[src/design/tts_pkg.sv]
// Package for the timestamp text scanner: widths, codes, character constants,
// the verdict queue entry type and the fraction scale table. No dependencies.
package tts_pkg;

	// Fixed widths of the payload fields and of the internal values.
	localparam int STATUS_W   = 3;
	localparam int USED_W     = 11;
	localparam int TIME_W     = 62;
	localparam int FIELD_W    = 30;
	localparam int FRAC_W     = 20;
	localparam int FRAC_CNT_W = 3;

	// Defaults of the top-level parameters.
	localparam int MAX_LINE_LEN_DEF = 1024;
	localparam int FIELD_DIGITS_DEF = 9;
	localparam int FRAC_DIGITS_DEF  = 6;

	// Depth of the verdict queue between front and back.
	localparam int QUEUE_DEPTH = 2;

	// Range limit for minutes and seconds.
	localparam logic [FIELD_W-1:0] SEXA_LIMIT = FIELD_W'(60);

	// Microseconds per unit.
	localparam logic [31:0] HOUR_US = 32'd3600000000;
	localparam logic [25:0] MIN_US  = 26'd60000000;
	localparam logic [19:0] SEC_US  = 20'd1000000;

	// Characters.
	localparam logic [7:0] CH_ZERO  = 8'h30;
	localparam logic [7:0] CH_NINE  = 8'h39;
	localparam logic [7:0] CH_COLON = 8'h3A;
	localparam logic [7:0] CH_DOT   = 8'h2E;
	localparam logic [7:0] CH_COMMA = 8'h2C;
	localparam logic [7:0] CH_SPACE = 8'h20;
	localparam logic [7:0] CH_TAB   = 8'h09;

	typedef enum logic [STATUS_W-1:0] {
		ST_OK        = 3'd0,
		ST_BAD_FIELD = 3'd1,
		ST_SINGLE    = 3'd2,
		ST_BAD_TERM  = 3'd3,
		ST_MIN       = 3'd4,
		ST_SEC       = 3'd5,
		ST_OVERLONG  = 3'd6
	} status_t;

	typedef enum logic [1:0] {
		PH_FIELD_START,
		PH_IN_FIELD,
		PH_FRAC_START,
		PH_IN_FRAC
	} phase_t;

	// One verdict as decided by the front; the back turns it into microseconds.
	typedef struct packed {
		status_t                status;
		logic [USED_W-1:0]      used;
		logic [FIELD_W-1:0]     hours;
		logic [FIELD_W-1:0]     minutes;
		logic [FIELD_W-1:0]     seconds;
		logic [FRAC_W-1:0]      frac;
		logic [FRAC_CNT_W-1:0]  frac_digits;
	} verdict_t;

	// Scale of a kept fraction with the given digit count, in microseconds.
	function automatic logic [FRAC_W-1:0] frac_scale(input logic [FRAC_CNT_W-1:0] fd);
		logic [FRAC_W-1:0] r;
		unique case (fd)
			3'd0:    r = FRAC_W'(1000000);
			3'd1:    r = FRAC_W'(100000);
			3'd2:    r = FRAC_W'(10000);
			3'd3:    r = FRAC_W'(1000);
			3'd4:    r = FRAC_W'(100);
			3'd5:    r = FRAC_W'(10);
			default: r = FRAC_W'(1);
		endcase
		return r;
	endfunction

endpackage

[src/design/tts_in_if.sv]
// Character channel of the timestamp text scanner: valid, ready, one character.
// Depends on tts_pkg only through nothing; widths are those of a raw byte.
interface tts_in_if;
	logic       valid;
	logic       ready;
	logic [7:0] text_byte;
	logic       line_end;

	modport source(output valid, text_byte, line_end, input ready);
	modport sink(input valid, text_byte, line_end, output ready);
endinterface

[src/design/tts_out_if.sv]
// Verdict channel of the timestamp text scanner: valid, ready, one verdict.
// Depends on tts_pkg for the field widths.
interface tts_out_if;
	logic                         valid;
	logic                         ready;
	logic [tts_pkg::STATUS_W-1:0] status;
	logic [tts_pkg::USED_W-1:0]   used_length;
	logic [tts_pkg::TIME_W-1:0]   time_us;

	modport source(output valid, status, used_length, time_us, input ready);
	modport sink(input valid, status, used_length, time_us, output ready);
endinterface

[src/design/tts_front.sv]
// Front of the timestamp text scanner: takes characters, runs the parse state
// machine and decides each line's verdict. Depends on tts_pkg and tts_in_if.
module tts_front #(
	parameter int MAX_LINE_LEN = tts_pkg::MAX_LINE_LEN_DEF,
	parameter int FIELD_DIGITS = tts_pkg::FIELD_DIGITS_DEF,
	parameter int FRAC_DIGITS  = tts_pkg::FRAC_DIGITS_DEF
) (
	input  logic              clk,
	input  logic              arst_n,
	tts_in_if.sink            chars,
	input  logic              q_full,
	output logic              push,
	output tts_pkg::verdict_t entry
);

	localparam int CNT_W = $clog2(MAX_LINE_LEN + 1);
	localparam int DC_W  = $clog2(FIELD_DIGITS + 1);
	localparam int FW    = tts_pkg::FIELD_W;
	localparam int AW    = tts_pkg::FRAC_W;
	localparam int NW    = tts_pkg::FRAC_CNT_W;

	tts_pkg::phase_t phase_q, phase_n;
	logic [1:0]      fcnt_q, fcnt_n;
	logic [DC_W-1:0] dcnt_q, dcnt_n;
	logic [FW-1:0]   fv_q [3];
	logic [FW-1:0]   fv_n [3];
	logic [AW-1:0]   facc_q, facc_n;
	logic [NW-1:0]   fdig_q, fdig_n;
	logic [CNT_W-1:0] cons_q, cons_n;
	logic            given_q, given_n;

	logic            xfer;
	logic            is_digit;
	logic [3:0]      dval;
	logic            is_blank;
	logic            is_mark;
	logic [1:0]      k;
	logic [1:0]      fc1;

	// Decision of the current character.
	logic              emit;
	logic              fin;
	logic              three;
	tts_pkg::status_t  fail_st;

	assign chars.ready = !q_full;
	assign xfer        = chars.valid && chars.ready;
	assign is_digit    = chars.text_byte >= tts_pkg::CH_ZERO &&
	                     chars.text_byte <= tts_pkg::CH_NINE;
	assign dval        = 4'(chars.text_byte - tts_pkg::CH_ZERO);
	assign is_blank    = chars.text_byte == tts_pkg::CH_SPACE ||
	                     chars.text_byte == tts_pkg::CH_TAB;
	assign is_mark     = chars.text_byte == tts_pkg::CH_DOT ||
	                     chars.text_byte == tts_pkg::CH_COMMA;
	assign k           = (fcnt_q > 2'd2) ? 2'd2 : fcnt_q;
	assign fc1         = fcnt_q + 2'd1;

	// Next state.
	always_comb begin
		phase_n = phase_q;
		fcnt_n  = fcnt_q;
		dcnt_n  = dcnt_q;
		fv_n    = fv_q;
		facc_n  = facc_q;
		fdig_n  = fdig_q;
		cons_n  = cons_q;
		given_n = given_q || emit;
		if (chars.line_end) begin
			phase_n = tts_pkg::PH_FIELD_START;
			fcnt_n  = '0;
			dcnt_n  = '0;
			fv_n    = '{default: '0};
			facc_n  = '0;
			fdig_n  = '0;
			cons_n  = '0;
			given_n = 1'b0;
		end else if (!given_q && cons_q < CNT_W'(MAX_LINE_LEN)) begin
			unique case (phase_q)
				tts_pkg::PH_FIELD_START: begin
					if (is_digit) begin
						phase_n = tts_pkg::PH_IN_FIELD;
						fv_n[k] = FW'(dval);
						dcnt_n  = DC_W'(1);
						cons_n  = cons_q + CNT_W'(1);
					end
				end
				tts_pkg::PH_IN_FIELD: begin
					if (is_digit) begin
						if (dcnt_q < DC_W'(FIELD_DIGITS)) begin
							fv_n[k] = FW'((fv_q[k] << 3) + (fv_q[k] << 1) + FW'(dval));
							dcnt_n  = dcnt_q + DC_W'(1);
							cons_n  = cons_q + CNT_W'(1);
						end
					end else begin
						fcnt_n = fc1;
						if (fc1 < 2'd3 && chars.text_byte == tts_pkg::CH_COLON) begin
							cons_n  = cons_q + CNT_W'(1);
							phase_n = tts_pkg::PH_FIELD_START;
							dcnt_n  = '0;
						end else if (is_mark) begin
							cons_n  = cons_q + CNT_W'(1);
							phase_n = tts_pkg::PH_FRAC_START;
						end
					end
				end
				tts_pkg::PH_FRAC_START, tts_pkg::PH_IN_FRAC: begin
					if (is_digit) begin
						phase_n = tts_pkg::PH_IN_FRAC;
						if (fdig_q < NW'(FRAC_DIGITS)) begin
							facc_n = AW'((facc_q << 3) + (facc_q << 1) + AW'(dval));
							fdig_n = fdig_q + NW'(1);
						end
						cons_n = cons_q + CNT_W'(1);
					end
				end
			endcase
		end
	end

	// Verdict decision: fail code, or a finish that still checks the ranges.
	always_comb begin
		emit    = 1'b0;
		fin     = 1'b0;
		three   = fcnt_q == 2'd3;
		fail_st = tts_pkg::ST_OK;
		if (chars.line_end) begin
			if (!given_q) begin
				emit = 1'b1;
				unique case (phase_q)
					tts_pkg::PH_FIELD_START: fail_st = tts_pkg::ST_BAD_FIELD;
					tts_pkg::PH_IN_FIELD: begin
						if (fcnt_q == 2'd0) begin
							fail_st = tts_pkg::ST_SINGLE;
						end else begin
							fin   = 1'b1;
							three = fc1 == 2'd3;
						end
					end
					tts_pkg::PH_FRAC_START: fail_st = tts_pkg::ST_BAD_TERM;
					tts_pkg::PH_IN_FRAC:    fin = 1'b1;
				endcase
			end
		end else if (!given_q) begin
			if (cons_q >= CNT_W'(MAX_LINE_LEN)) begin
				emit    = 1'b1;
				fail_st = tts_pkg::ST_OVERLONG;
			end else begin
				unique case (phase_q)
					tts_pkg::PH_FIELD_START: begin
						if (!is_digit) begin
							emit    = 1'b1;
							fail_st = tts_pkg::ST_BAD_FIELD;
						end
					end
					tts_pkg::PH_IN_FIELD: begin
						if (is_digit) begin
							if (dcnt_q >= DC_W'(FIELD_DIGITS)) begin
								emit    = 1'b1;
								fail_st = tts_pkg::ST_BAD_FIELD;
							end
						end else if (fc1 < 2'd3 && chars.text_byte == tts_pkg::CH_COLON) begin
							emit = 1'b0;
						end else if (fc1 < 2'd2) begin
							emit    = 1'b1;
							fail_st = tts_pkg::ST_SINGLE;
						end else if (!is_mark) begin
							emit  = 1'b1;
							three = fc1 == 2'd3;
							if (is_blank) begin
								fin = 1'b1;
							end else begin
								fail_st = tts_pkg::ST_BAD_TERM;
							end
						end
					end
					tts_pkg::PH_FRAC_START: begin
						if (!is_digit) begin
							emit    = 1'b1;
							fail_st = tts_pkg::ST_BAD_TERM;
						end
					end
					tts_pkg::PH_IN_FRAC: begin
						if (!is_digit) begin
							emit = 1'b1;
							if (is_blank) begin
								fin = 1'b1;
							end else begin
								fail_st = tts_pkg::ST_BAD_TERM;
							end
						end
					end
				endcase
			end
		end
	end

	// Build the queue entry; range checks run minutes before seconds.
	logic [FW-1:0]          h, m, s;
	tts_pkg::status_t       st;
	logic [CNT_W+tts_pkg::USED_W-1:0] cons_wide;

	assign cons_wide = {{tts_pkg::USED_W{1'b0}}, cons_q};

	always_comb begin
		h = three ? fv_q[0] : '0;
		m = three ? fv_q[1] : fv_q[0];
		s = three ? fv_q[2] : fv_q[1];
		priority if (!fin)                                   st = fail_st;
		else if (three && m >= tts_pkg::SEXA_LIMIT)          st = tts_pkg::ST_MIN;
		else if (s >= tts_pkg::SEXA_LIMIT)                   st = tts_pkg::ST_SEC;
		else                                                 st = tts_pkg::ST_OK;
		entry.status = st;
		if (st == tts_pkg::ST_OK) begin
			entry.used        = cons_wide[tts_pkg::USED_W-1:0];
			entry.hours       = h;
			entry.minutes     = m;
			entry.seconds     = s;
			entry.frac        = facc_q;
			entry.frac_digits = fdig_q;
		end else begin
			entry.used        = '0;
			entry.hours       = '0;
			entry.minutes     = '0;
			entry.seconds     = '0;
			entry.frac        = '0;
			entry.frac_digits = '0;
		end
	end

	assign push = xfer && emit;

	always_ff @(posedge clk or negedge arst_n) begin
		if (!arst_n) begin
			phase_q <= tts_pkg::PH_FIELD_START;
			fcnt_q  <= '0;
			dcnt_q  <= '0;
			fv_q    <= '{default: '0};
			facc_q  <= '0;
			fdig_q  <= '0;
			cons_q  <= '0;
			given_q <= 1'b0;
		end else if (xfer) begin
			phase_q <= phase_n;
			fcnt_q  <= fcnt_n;
			dcnt_q  <= dcnt_n;
			fv_q    <= fv_n;
			facc_q  <= facc_n;
			fdig_q  <= fdig_n;
			cons_q  <= cons_n;
			given_q <= given_n;
		end
	end

endmodule

[src/design/tts_queue.sv]
// Verdict queue of the timestamp text scanner: a short register ring between
// front and back. Depends on tts_pkg for the entry type and depth.
module tts_queue (
	input  logic              clk,
	input  logic              arst_n,
	input  logic              push,
	input  tts_pkg::verdict_t push_entry,
	output logic              full,
	input  logic              pop,
	output logic              valid,
	output tts_pkg::verdict_t head
);

	localparam int DEPTH = tts_pkg::QUEUE_DEPTH;
	localparam int PW    = (DEPTH > 1) ? $clog2(DEPTH) : 1;
	localparam int CW    = $clog2(DEPTH + 1);

	tts_pkg::verdict_t mem_q [DEPTH];
	logic [PW-1:0]     wr_ptr_q, rd_ptr_q;
	logic [CW-1:0]     count_q;

	assign full  = count_q == CW'(DEPTH);
	assign valid = count_q != '0;
	assign head  = mem_q[rd_ptr_q];

	function automatic logic [PW-1:0] bump(input logic [PW-1:0] p);
		return (p == PW'(DEPTH - 1)) ? '0 : p + PW'(1);
	endfunction

	always_ff @(posedge clk) begin
		if (push) begin
			mem_q[wr_ptr_q] <= push_entry;
		end
	end

	always_ff @(posedge clk or negedge arst_n) begin
		if (!arst_n) begin
			wr_ptr_q <= '0;
			rd_ptr_q <= '0;
			count_q  <= '0;
		end else begin
			if (push) begin
				wr_ptr_q <= bump(wr_ptr_q);
			end
			if (pop) begin
				rd_ptr_q <= bump(rd_ptr_q);
			end
			unique case ({push, pop})
				2'b10:   count_q <= count_q + CW'(1);
				2'b01:   count_q <= count_q - CW'(1);
				default: count_q <= count_q;
			endcase
		end
	end

endmodule

[src/design/tts_back.sv]
// Back of the timestamp text scanner: a four-stage multiply-accumulate pipeline
// that turns a verdict into microseconds. Depends on tts_pkg and tts_out_if.
module tts_back (
	input  logic              clk,
	input  logic              arst_n,
	input  logic              q_valid,
	input  tts_pkg::verdict_t q_head,
	output logic              q_pop,
	tts_out_if.source         verdicts
);

	localparam int TW = tts_pkg::TIME_W;

	logic v_s1, v_s2, v_s3, v_s4;
	logic en_s1, en_s2, en_s3, en_s4;

	tts_pkg::verdict_t vd_s1, vd_s2, vd_s3;
	logic [TW-1:0]     acc_s1, acc_s2, acc_s3, acc_s4;
	tts_pkg::status_t  st_s4;
	logic [tts_pkg::USED_W-1:0] used_s4;

	// Advance a stage when it is empty or the one after it advances.
	assign en_s4 = !v_s4 || verdicts.ready;
	assign en_s3 = !v_s3 || en_s4;
	assign en_s2 = !v_s2 || en_s3;
	assign en_s1 = !v_s1 || en_s2;
	assign q_pop = q_valid && en_s1;

	always_ff @(posedge clk or negedge arst_n) begin
		if (!arst_n) begin
			v_s1 <= 1'b0;
			v_s2 <= 1'b0;
			v_s3 <= 1'b0;
			v_s4 <= 1'b0;
		end else begin
			if (en_s1) v_s1 <= q_valid;
			if (en_s2) v_s2 <= v_s1;
			if (en_s3) v_s3 <= v_s2;
			if (en_s4) v_s4 <= v_s3;
		end
	end

	always_ff @(posedge clk) begin
		if (en_s1 && q_valid) begin
			vd_s1  <= q_head;
			acc_s1 <= TW'(q_head.hours) * TW'(tts_pkg::HOUR_US);
		end
		if (en_s2 && v_s1) begin
			vd_s2  <= vd_s1;
			acc_s2 <= acc_s1 + TW'(vd_s1.minutes) * TW'(tts_pkg::MIN_US);
		end
		if (en_s3 && v_s2) begin
			vd_s3  <= vd_s2;
			acc_s3 <= acc_s2 + TW'(vd_s2.seconds) * TW'(tts_pkg::SEC_US);
		end
		if (en_s4 && v_s3) begin
			st_s4   <= vd_s3.status;
			used_s4 <= vd_s3.used;
			acc_s4  <= acc_s3 + TW'(vd_s3.frac) * TW'(tts_pkg::frac_scale(vd_s3.frac_digits));
		end
	end

	assign verdicts.valid       = v_s4;
	assign verdicts.status      = st_s4;
	assign verdicts.used_length = used_s4;
	assign verdicts.time_us     = acc_s4;

endmodule

[src/design/timestamp_text_scanner.sv]
// Timestamp text scanner: top level, joins front parser, verdict queue and
// time pipeline. Depends on tts_pkg, tts_in_if, tts_out_if and the tts modules.
//
// Feed a line one character per transfer on chars, then one transfer with
// line_end set; the block gives exactly one verdict per line on verdicts:
// a status, the number of characters the leading M:SS or H:MM:SS[.frac]
// timestamp used, and its start in microseconds. The verdict is pushed at the
// transfer that decides it (a bad character, the blank after the timestamp, the
// line end or a character beyond MAX_LINE_LEN); characters after that are
// swallowed until line_end. The front takes one character every cycle; its only
// throttle is the two-entry verdict queue, which fills only when the consumer
// holds verdicts.ready low. A verdict passes from the queue through the four
// pipeline stages of the back, each doing one constant multiply and add
// (hours, minutes, seconds, fraction); the last stage drives the channel.
// No clearing pass is needed after reset.
module timestamp_text_scanner #(
	parameter int MAX_LINE_LEN = tts_pkg::MAX_LINE_LEN_DEF,
	parameter int FIELD_DIGITS = tts_pkg::FIELD_DIGITS_DEF,
	parameter int FRAC_DIGITS  = tts_pkg::FRAC_DIGITS_DEF
) (
	input  logic      clk,
	input  logic      arst_n,
	tts_in_if.sink    chars,
	tts_out_if.source verdicts
);

	logic              push;
	logic              q_full;
	logic              q_valid;
	logic              q_pop;
	tts_pkg::verdict_t push_entry;
	tts_pkg::verdict_t q_head;

	// Parse characters and decide the verdict of each line.
	tts_front #(
		.MAX_LINE_LEN(MAX_LINE_LEN),
		.FIELD_DIGITS(FIELD_DIGITS),
		.FRAC_DIGITS (FRAC_DIGITS)
	) u_front (
		.clk   (clk),
		.arst_n(arst_n),
		.chars (chars),
		.q_full(q_full),
		.push  (push),
		.entry (push_entry)
	);

	// Hold decided verdicts while the back or the consumer stalls.
	tts_queue u_queue (
		.clk       (clk),
		.arst_n    (arst_n),
		.push      (push),
		.push_entry(push_entry),
		.full      (q_full),
		.pop       (q_pop),
		.valid     (q_valid),
		.head      (q_head)
	);

	// Convert fields to microseconds and drive the verdict channel.
	tts_back u_back (
		.clk     (clk),
		.arst_n  (arst_n),
		.q_valid (q_valid),
		.q_head  (q_head),
		.q_pop   (q_pop),
		.verdicts(verdicts)
	);

	// Never push a verdict into a full queue.
	a_no_overflow: assert property (@(posedge clk) disable iff (!arst_n)
		push |-> !q_full)
		else $error("verdict pushed into full queue");

	// A failed verdict carries neither a length nor a time.
	a_fail_zero: assert property (@(posedge clk) disable iff (!arst_n)
		(verdicts.valid && verdicts.status != tts_pkg::ST_OK) |->
		(verdicts.used_length == '0 && verdicts.time_us == '0))
		else $error("failed verdict with nonzero length or time");

	// Never pop an empty queue.
	a_no_underflow: assert property (@(posedge clk) disable iff (!arst_n)
		q_pop |-> q_valid)
		else $error("verdict queue popped while empty");

endmodule
[src/flat_wrapper.sv]
// flat-port wrapper written by rule: the top's interface ports become plain ports
module timestamp_text_scanner_flat 
#(
	parameter int MAX_LINE_LEN = tts_pkg::MAX_LINE_LEN_DEF,
	parameter int FIELD_DIGITS = tts_pkg::FIELD_DIGITS_DEF,
	parameter int FRAC_DIGITS  = tts_pkg::FRAC_DIGITS_DEF
)
  (clk, arst_n, chars_valid, chars_text_byte, chars_line_end, chars_ready, verdicts_valid, verdicts_status, verdicts_used_length, verdicts_time_us, verdicts_ready);
  tts_in_if chars_i ();
  tts_out_if verdicts_i ();
  input  logic clk;
  input  logic arst_n;
  input wire logic [$bits(chars_i.valid)-1:0] chars_valid;
  input wire logic [$bits(chars_i.text_byte)-1:0] chars_text_byte;
  input wire logic [$bits(chars_i.line_end)-1:0] chars_line_end;
  output wire logic [$bits(chars_i.ready)-1:0] chars_ready;
  output wire logic [$bits(verdicts_i.valid)-1:0] verdicts_valid;
  output wire logic [$bits(verdicts_i.status)-1:0] verdicts_status;
  output wire logic [$bits(verdicts_i.used_length)-1:0] verdicts_used_length;
  output wire logic [$bits(verdicts_i.time_us)-1:0] verdicts_time_us;
  input wire logic [$bits(verdicts_i.ready)-1:0] verdicts_ready;
  assign chars_i.valid = chars_valid;
  assign chars_i.text_byte = chars_text_byte;
  assign chars_i.line_end = chars_line_end;
  assign chars_ready = chars_i.ready;
  assign verdicts_valid = verdicts_i.valid;
  assign verdicts_status = verdicts_i.status;
  assign verdicts_used_length = verdicts_i.used_length;
  assign verdicts_time_us = verdicts_i.time_us;
  assign verdicts_i.ready = verdicts_ready;
  timestamp_text_scanner #(.MAX_LINE_LEN(MAX_LINE_LEN), .FIELD_DIGITS(FIELD_DIGITS), .FRAC_DIGITS(FRAC_DIGITS)) u_core (.clk(clk), .arst_n(arst_n), .chars(chars_i), .verdicts(verdicts_i));
endmodule
[config.mk]
export PLATFORM = sky130hd
export DESIGN_NAME = timestamp_text_scanner_flat
export DESIGN_NICKNAME = d
export VERILOG_FILES = /design/src/design/tts_pkg.sv /design/src/design/tts_in_if.sv /design/src/design/tts_out_if.sv /design/src/design/tts_front.sv /design/src/design/tts_queue.sv /design/src/design/tts_back.sv /design/src/design/timestamp_text_scanner.sv /design/src/flat_wrapper.sv
export SDC_FILE = /design/constraint.sdc
export NUM_CORES = 2
export LEC_CHECK = 0
export BUFFER_PORTS_ARGS = -buffer_cell sky130_fd_sc_hd__buf_2
export CAP_MARGIN = 10
export CORE_UTILIZATION = 55
export DETAILED_ROUTE_END_ITERATION = 12
export PLACE_DENSITY = 0.75
export SETUP_SLACK_MARGIN = 0.3
export SLEW_MARGIN = 20
export SYNTH_ARGS = -nofsm -noshare
export SYNTH_HDL_FRONTEND = slang
export SYNTH_HIERARCHICAL = 1
export SYNTH_SLANG_ARGS = --single-unit
[constraint.sdc]
create_clock -name clk -period 10.3 [get_ports clk]
set_clock_uncertainty 0.05 [all_clocks]
set_input_delay 3.09 -clock clk [delete_from_list [all_inputs] [get_ports clk]]
set_output_delay 3.09 -clock clk [all_outputs]
set_load 0.05 [all_outputs]
-- Word-level counts from Yosys, hierarchy flattened
Memories as Yosys holds them, arrays and structs flattened.
Cells that the tools add are included.
- bits of input ports: 13
- flip-flop bits (word level): 594
- word-level logic and storage cells: 264
- output and inout port bits: 78
- memories: 1
- memory bits (writable): 254
- mux-type cells: 117
- $add $sub $neg: 16
- order comparisons: 14
- reductions and logical operators: 44
- equality and inequality tests: 29
- bitwise logic cells: 1
- multipliers: 4
- memories (name ; words ; bits a word ; rd ports ; clocked after memory_dff ; wr ports ; line ; RTL):
    u_core.u_queue.mem_q ; 2 ; 127 ; 1 ; 0 ; 1 ; tts_queue.sv:18 ; tts_pkg::verdict_t mem_q [DEPTH];
- operators by type and width (cell ; number):
    $mux 90 ; 5
    $bwmux 90 ; 2
    $pmux 90 s2 ; 1
    $mux 124 ; 1
    $mux 20 ; 6
    $mux 30 ; 4
    $pmux 20 s6 ; 1
    $mux 11 ; 7
    $add 62x40->62 ; 1
    $add 62x50->62 ; 1
    $add 62x56->62 ; 1
    $bmux 30 s2 ; 1
    $demux 30 s2 ; 1
    $ge 30x6->1 const B ; 2
    $mux 29 ; 2
    $mul 30x22->52 const B ; 1
    $mul 30x18->48 const B ; 1
    $mul 30x14->44 const B ; 1
    $mul 20x20->40 ; 1
    $mux 1 ; 39
    $mux 3 ; 13
    $mux 2 ; 19
    $eq 8x6->1 const B ; 4
    $add 30x30->30 ; 1
    other kinds (52) ; 109

-- Depth between registers and ports, before layout
- depth in word-level cells: 17
- mapped depth: 36

-- Cells and area by module
Netlist, hierarchy kept.
- by module, submodules not included (module ; area an instance (um^2) ; cells an instance ; times used):
    tts_back ; 58483.6 ; 5430 ; 1
    tts_front ; 11173.2 ; 1382 ; 1
    tts_queue ; 9426.5 ; 411 ; 1

-- Least setup slack after synthesis
OpenSTA, ideal clock, no wires.
- path kind: input -> register
- start point: input port chars_text_byte[5]
- end point: memory u_core/u_queue/mem_q[0][0] in the netlist's numbering (enable)
- arrival: 9485 ps
- required time: 9636 ps
- stages on the path: 9
- setup slack: 151 ps
- buffers on the path: 1
- path through: nor3b_1 nand3_1 clkbuf_1 a31oi_1 o21ai_0 nand2_1 nor2_1 inv_1 nor2_1
- longest elaborated chain between the ends: 13
- elaborated cells on any way between the ends: 20
- RTL lines (element ; line ; RTL):
    from (decl) ; flat_wrapper.sv:14 ; input wire logic [$bits(chars_i.text_byte)-1:0] chars_text_byte;
    $eq 8x6->1, on equally long branches ; tts_front.sv:53, tts_front.sv:54 ;
    $logic_or 1x1->1 ; tts_front.sv:53 ; assign is_mark = chars.text_byte == tts_pkg::CH_DOT ||
    $mux 1 ; tts_front.sv:166 ; end else if (!is_mark) begin
    $mux 1 ; tts_front.sv:163 ; end else if (fc1 < 2'd2) begin
    $mux 1 ; tts_front.sv:161 ; end else if (fc1 < 2'd3 && chars.text_byte == tts_pkg::CH_COLON) begin
    $mux 1 ; tts_front.sv:156 ; if (is_digit) begin
    $pmux 1 s2 (*) ; tts_front.sv:148 ; unique case (phase_q)
    $mux 1 (*) ; tts_front.sv:144 ; if (cons_q >= CNT_W'(MAX_LINE_LEN)) begin
    $mux 1 (*) ; tts_front.sv:143 ; end else if (!given_q) begin
    $mux 1 (*) ; tts_front.sv:126 ; if (chars.line_end) begin
    $logic_and 1x1->1 (*) ; tts_front.sv:230 ; assign push = xfer && emit;
    via u_core.push ; timestamp_text_scanner.sv:27 ; logic push;
    $mux 1 (*) ; tts_queue.sv:31 ; if (push) begin
    $mux 1 (not written as such) (*) ; tts_queue.sv:32 ; mem_q[wr_ptr_q] <= push_entry;
    to (decl) ; tts_queue.sv:18 ;
Mark *: on every way through the listed nets, which the timed path passes. The rest lies on a longest branch.

-- Worst setup path after layout
- start point: register u_core/u_back/vd_s3[2] in the netlist's numbering
- end point: register u_core.u_back.acc_s4[48] (netlist: u_core/u_back/verdicts.time_us[48]), data pin
- longest elaborated chain between the ends: 5
- elaborated cells on any way between the ends: 10
- RTL lines (element ; line ; RTL):
    from (decl) ; tts_back.sv:17 ; tts_pkg::verdict_t vd_s1, vd_s2, vd_s3;
    from (signal assigned) ; tts_back.sv:53 ; vd_s3 <= vd_s2;
    $eq 3x3->1, or another cell as far along ; tts_pkg.sv:69 ; unique case (fd)
    $pmux 20 s6 (*) ; tts_pkg.sv:69 ;
    $mux 20 (*) ; tts_back.sv:56 ; if (en_s4 && v_s3) begin
    $mul 20x20->40 (*) ; tts_back.sv:59 ; acc_s4 <= acc_s3 + TW'(vd_s3.frac) * TW'(tts_pkg::frac_scale(vd_s3.frac_digits));
    $add 62x40->62 (*) ; tts_back.sv:59 ;
    to (signal assigned) ; tts_back.sv:59 ;
    to (decl) ; tts_back.sv:18 ; logic [TW-1:0] acc_s1, acc_s2, acc_s3, acc_s4;
Every way passes the cells marked *; elsewhere a longest branch is shown, timed or not. The select of a mux whose other input is x is not followed.
A chain may end at the register's enable or synchronous reset.

==> results.cfg <==
[sta]
max_freq_mhz = 109
setup_ws_ns = 1.09
rsz0062_at_grt = false
period_needed_ns = 9.21
maxSlewHeadroom_pct = 29.7
timing.final.crit_share_pct = 89.4
setup_viol = 0
maxSlewViolCount = 0
holdWs_ns = 0.329
tightestPinTransition_ns = 1.05
finalHoldViolCount = 0
finalSetupTns_ns = 0

[final_layout]
fillCellCount = 11530
stdcell_count = 9238
syn2layout_area_growth_pct = 6.86
drive_gt1_share_pct = 7.13
num-nets-final = 9152

[drt]
vias = 52308
first_iter_violations = 3696
wire_per_inst_um = 20.6
ant_nets = 0
drt_wl_total_mm = 190
vias_per_cell = 5.66
drc = 0
first_pass_iters = 7

[outcome]
status = completed

[logic_synthesis]
synth_edf_count = 693
synth-seq-cells = 834
avgSynthCellArea_um2 = 10.9
synthAdderAreaFrac_pct = 37.9
yosys_warnings = 6
yosys.area_share.simple_pct = 8.72
ys_async_sr_fraction_pct = 16.9
synth_top_family_by_area = adder cells
yosys-top-cells-count = inv_1 (1232), ha_1 (984), fa_1 (884)
yosysMostFrequentCell = inv_1
synth_area_leader_cell = edfxtp_1
syn_inst = 7223
synth_nets = 9104
seq_area_frac_synth_pct = 30.8
synth_compound_area_share_pct = 9.78
muxShareOfSynthArea_pct = 2.36
ys_top_cells_by_area = edfxtp_1 (26%), fa_1 (22%), ha_1 (16%)
ys_types = 90
synth_xor_area_share_pct = 3.48
netlist_area_mm2 = 0.0791
synth_top_area_share_pct = 26.3
synth-main-ff-cell = edfxtp_1

[grt]
antenna_found_initial = 4
grt_usage_pct = 26.3
overflow = 0
grt_max_degree = 147
grt_pass1_vias = 53947
grt_first_pass_wirelength_mm = 299

[critical_path]
start_kind = register
cp.arrival_ns = 9.60
crit_required_ns = 10.68
crit_path_top_delay_cell = edfxtp_1
cp-startpoint = u_core/u_back/vd_s3[2]$_DFFE_PP_
ff2ff_setup_slack_ns = 1.09
worstSetupEndpoint = u_core/u_back/verdicts.time_us[48]$_DFFE_PP_
path_depth = 23
critPathTopFamily = adder cells
crit_top_cell = fa_1
path_max_fanout = 30
crit_type = reg2reg
r2r_start = u_core/u_back/vd_s3[2]$_DFFE_PP_
rr_endpoint = u_core/u_back/verdicts.time_us[48]$_DFFE_PP_
crit_buf_inv = 1
r2r_cells = 23
endpoint_kind = register
cpPeakStageDelay_ns = 0.95
path_cells = xor2_1 > and2_1 > nand2_1 > fa_1 > fa_1 > inv_1 > fa_1 > fa_1 > fa_1 > fa_1 > fa_1 > ha_1 > nand2_1 > nor2_1 > nand3_1 > o41ai_2 > a311o_2 > a21oi_2 > o31ai_2 > nand2_1 > a31o_1 > or3_1 > xnor2_1

[clock_tree]
cts_max_level = 3
hold_buffers = 0
cts.sink_count = 834
clock_path_buffers = 3
root_buffer = clkbuf_16
path_clk_slew_ns = 0.06
clk_latency_ns = 0.73
cts_tree = done
numCtsBuffers = 92
cts_resized = 0
postCtsSetupBuffers = 0

[flow_run]
drv_cap = 0

[floorplan]
rows = 138
coreArea_mm2 = 0.142
initial_core_util_pct = 55.7
io-pin-count = 91
die_y_um = 381
die_area_mm2 = 0.145
die_w_um = 381

[place]
place_hpwl_mm = 155
dp_cells = 9067
place.gp.congestion = 0.955
port_buffers = 90
post-place-ws_ns = 1.21

[worst_hold_path]
holdCritPathClass = reg2reg
-- per-stage QoR --
| step | util, % | instance area, µm² |
|---|---|---|
| floorplan | - | 79100 |
| global placement | 57.3 | 81400 |
| detailed placement | 57.3 | 81400 |
| CTS | 59.5 | 84500 |
| global route | 59.5 | 84500 |
| finish | 59.5 | 84500 |
-- metal layers --
| layer | part of all wire (%) | track usage [%] | up-vias |
|---|---|---|---|
| li1 | - | - | 24471 |
| met1 | 43 | 35.2 | 26105 |
| met2 | 49 | 44.8 | 1434 |
| met3 | 4.6 | 2.96 | 296 |
| met4 | 3.0 | 8.12 | 2 |
| met5 | 0.0068 | 0 | - |
-- sequential cells by signal, indices dropped and copies added (netlist names), 52 cells and up --
register                        count
u_core/u_queue/mem_q              254
u_core/u_back/vd_s1                97
u_core/u_front/fv_q                90
u_core/u_back/vd_s2                67
u_core/u_back/verdicts.time_us     62
u_core/u_back/acc_s3               56
u_core/u_back/acc_s2               54
u_core/u_back/acc_s1               52
-- how the worst min path moves through the flow --
stage	start	end	slack (ns)	cells after the start
floorplan	u_core/u_back/vd_s1[0]$_DFFE_PP_	u_core/u_back/vd_s2[0]$_DFFE_PP_	0.35	0
global placement	u_core/u_back/vd_s1[118]$_DFFE_PP_	u_core/u_back/vd_s2[118]$_DFFE_PP_	0.35	0
detailed placement	u_core/u_back/vd_s1[15]$_DFFE_PP_	u_core/u_back/vd_s2[15]$_DFFE_PP_	0.35	0
CTS	u_core/u_back/vd_s1[19]$_DFFE_PP_	u_core/u_back/vd_s2[19]$_DFFE_PP_	0.33	0
global route	u_core/u_back/vd_s1[19]$_DFFE_PP_	u_core/u_back/vd_s2[19]$_DFFE_PP_	0.34	0
finish	u_core/u_back/vd_s1[19]$_DFFE_PP_	u_core/u_back/vd_s2[19]$_DFFE_PP_	0.33	0
-- kinds of logic (layout without fill, tap and decap cells) --
kind of cell / count (synthesis) / after routing
simple gates: 1437 / 1437
flops: 834 / 834
other cells: 0 / 1
compound gates: 1194 / 1194
buf+inv: 1406 / 1530
xor+xnor: 314 / 314
mux: 170 / 170
fa+ha+maj: 1868 / 1868
-- cell usage in the layout, fill, tap and decap left out, types with 49 or more instances in the layout --
| cell type | n |
|---|---|
| o21ai_0 | 294 |
| and3_1 | 73 |
| nor2b_1 | 86 |
| fa_1 | 884 |
| nand2_1 | 572 |
| xor2_1 | 140 |
| nor2_1 | 237 |
| nand3_1 | 113 |
| edfxtp_1 | 693 |
| nor3_1 | 56 |
| mux2_2 | 129 |
| nand4_1 | 49 |
| clkbuf_16 | 92 |
| and2_1 | 87 |
| xnor2_1 | 174 |
| ha_1 | 983 |
| buf_2 | 89 |
| nand2b_1 | 50 |
| a21o_1 | 178 |
| dfrtp_1 | 140 |
| inv_1 | 1232 |
| a21oi_1 | 294 |
| a21oi_2 | 62 |
-- cell type report --
class | count | area, µm² | share of cell area [%]
timing repair buffer | 128 | 774 | 0.916
inverter | 1232 | 4620 | 5.47
clock buffer | 116 | 2440 | 2.89
antenna | 1 | 2.50 | 0.00296
clock inverter | 54 | 643 | 0.761
sequential | 834 | 24300 | 28.8
multi-input combinational | 4983 | 49300 | 58.4
tap | 1890 | 2360 | 2.80
Power is left out: the tool's default activity adds up to more than one toggle a clock period on the data nets, which glitch-free logic cannot reach.
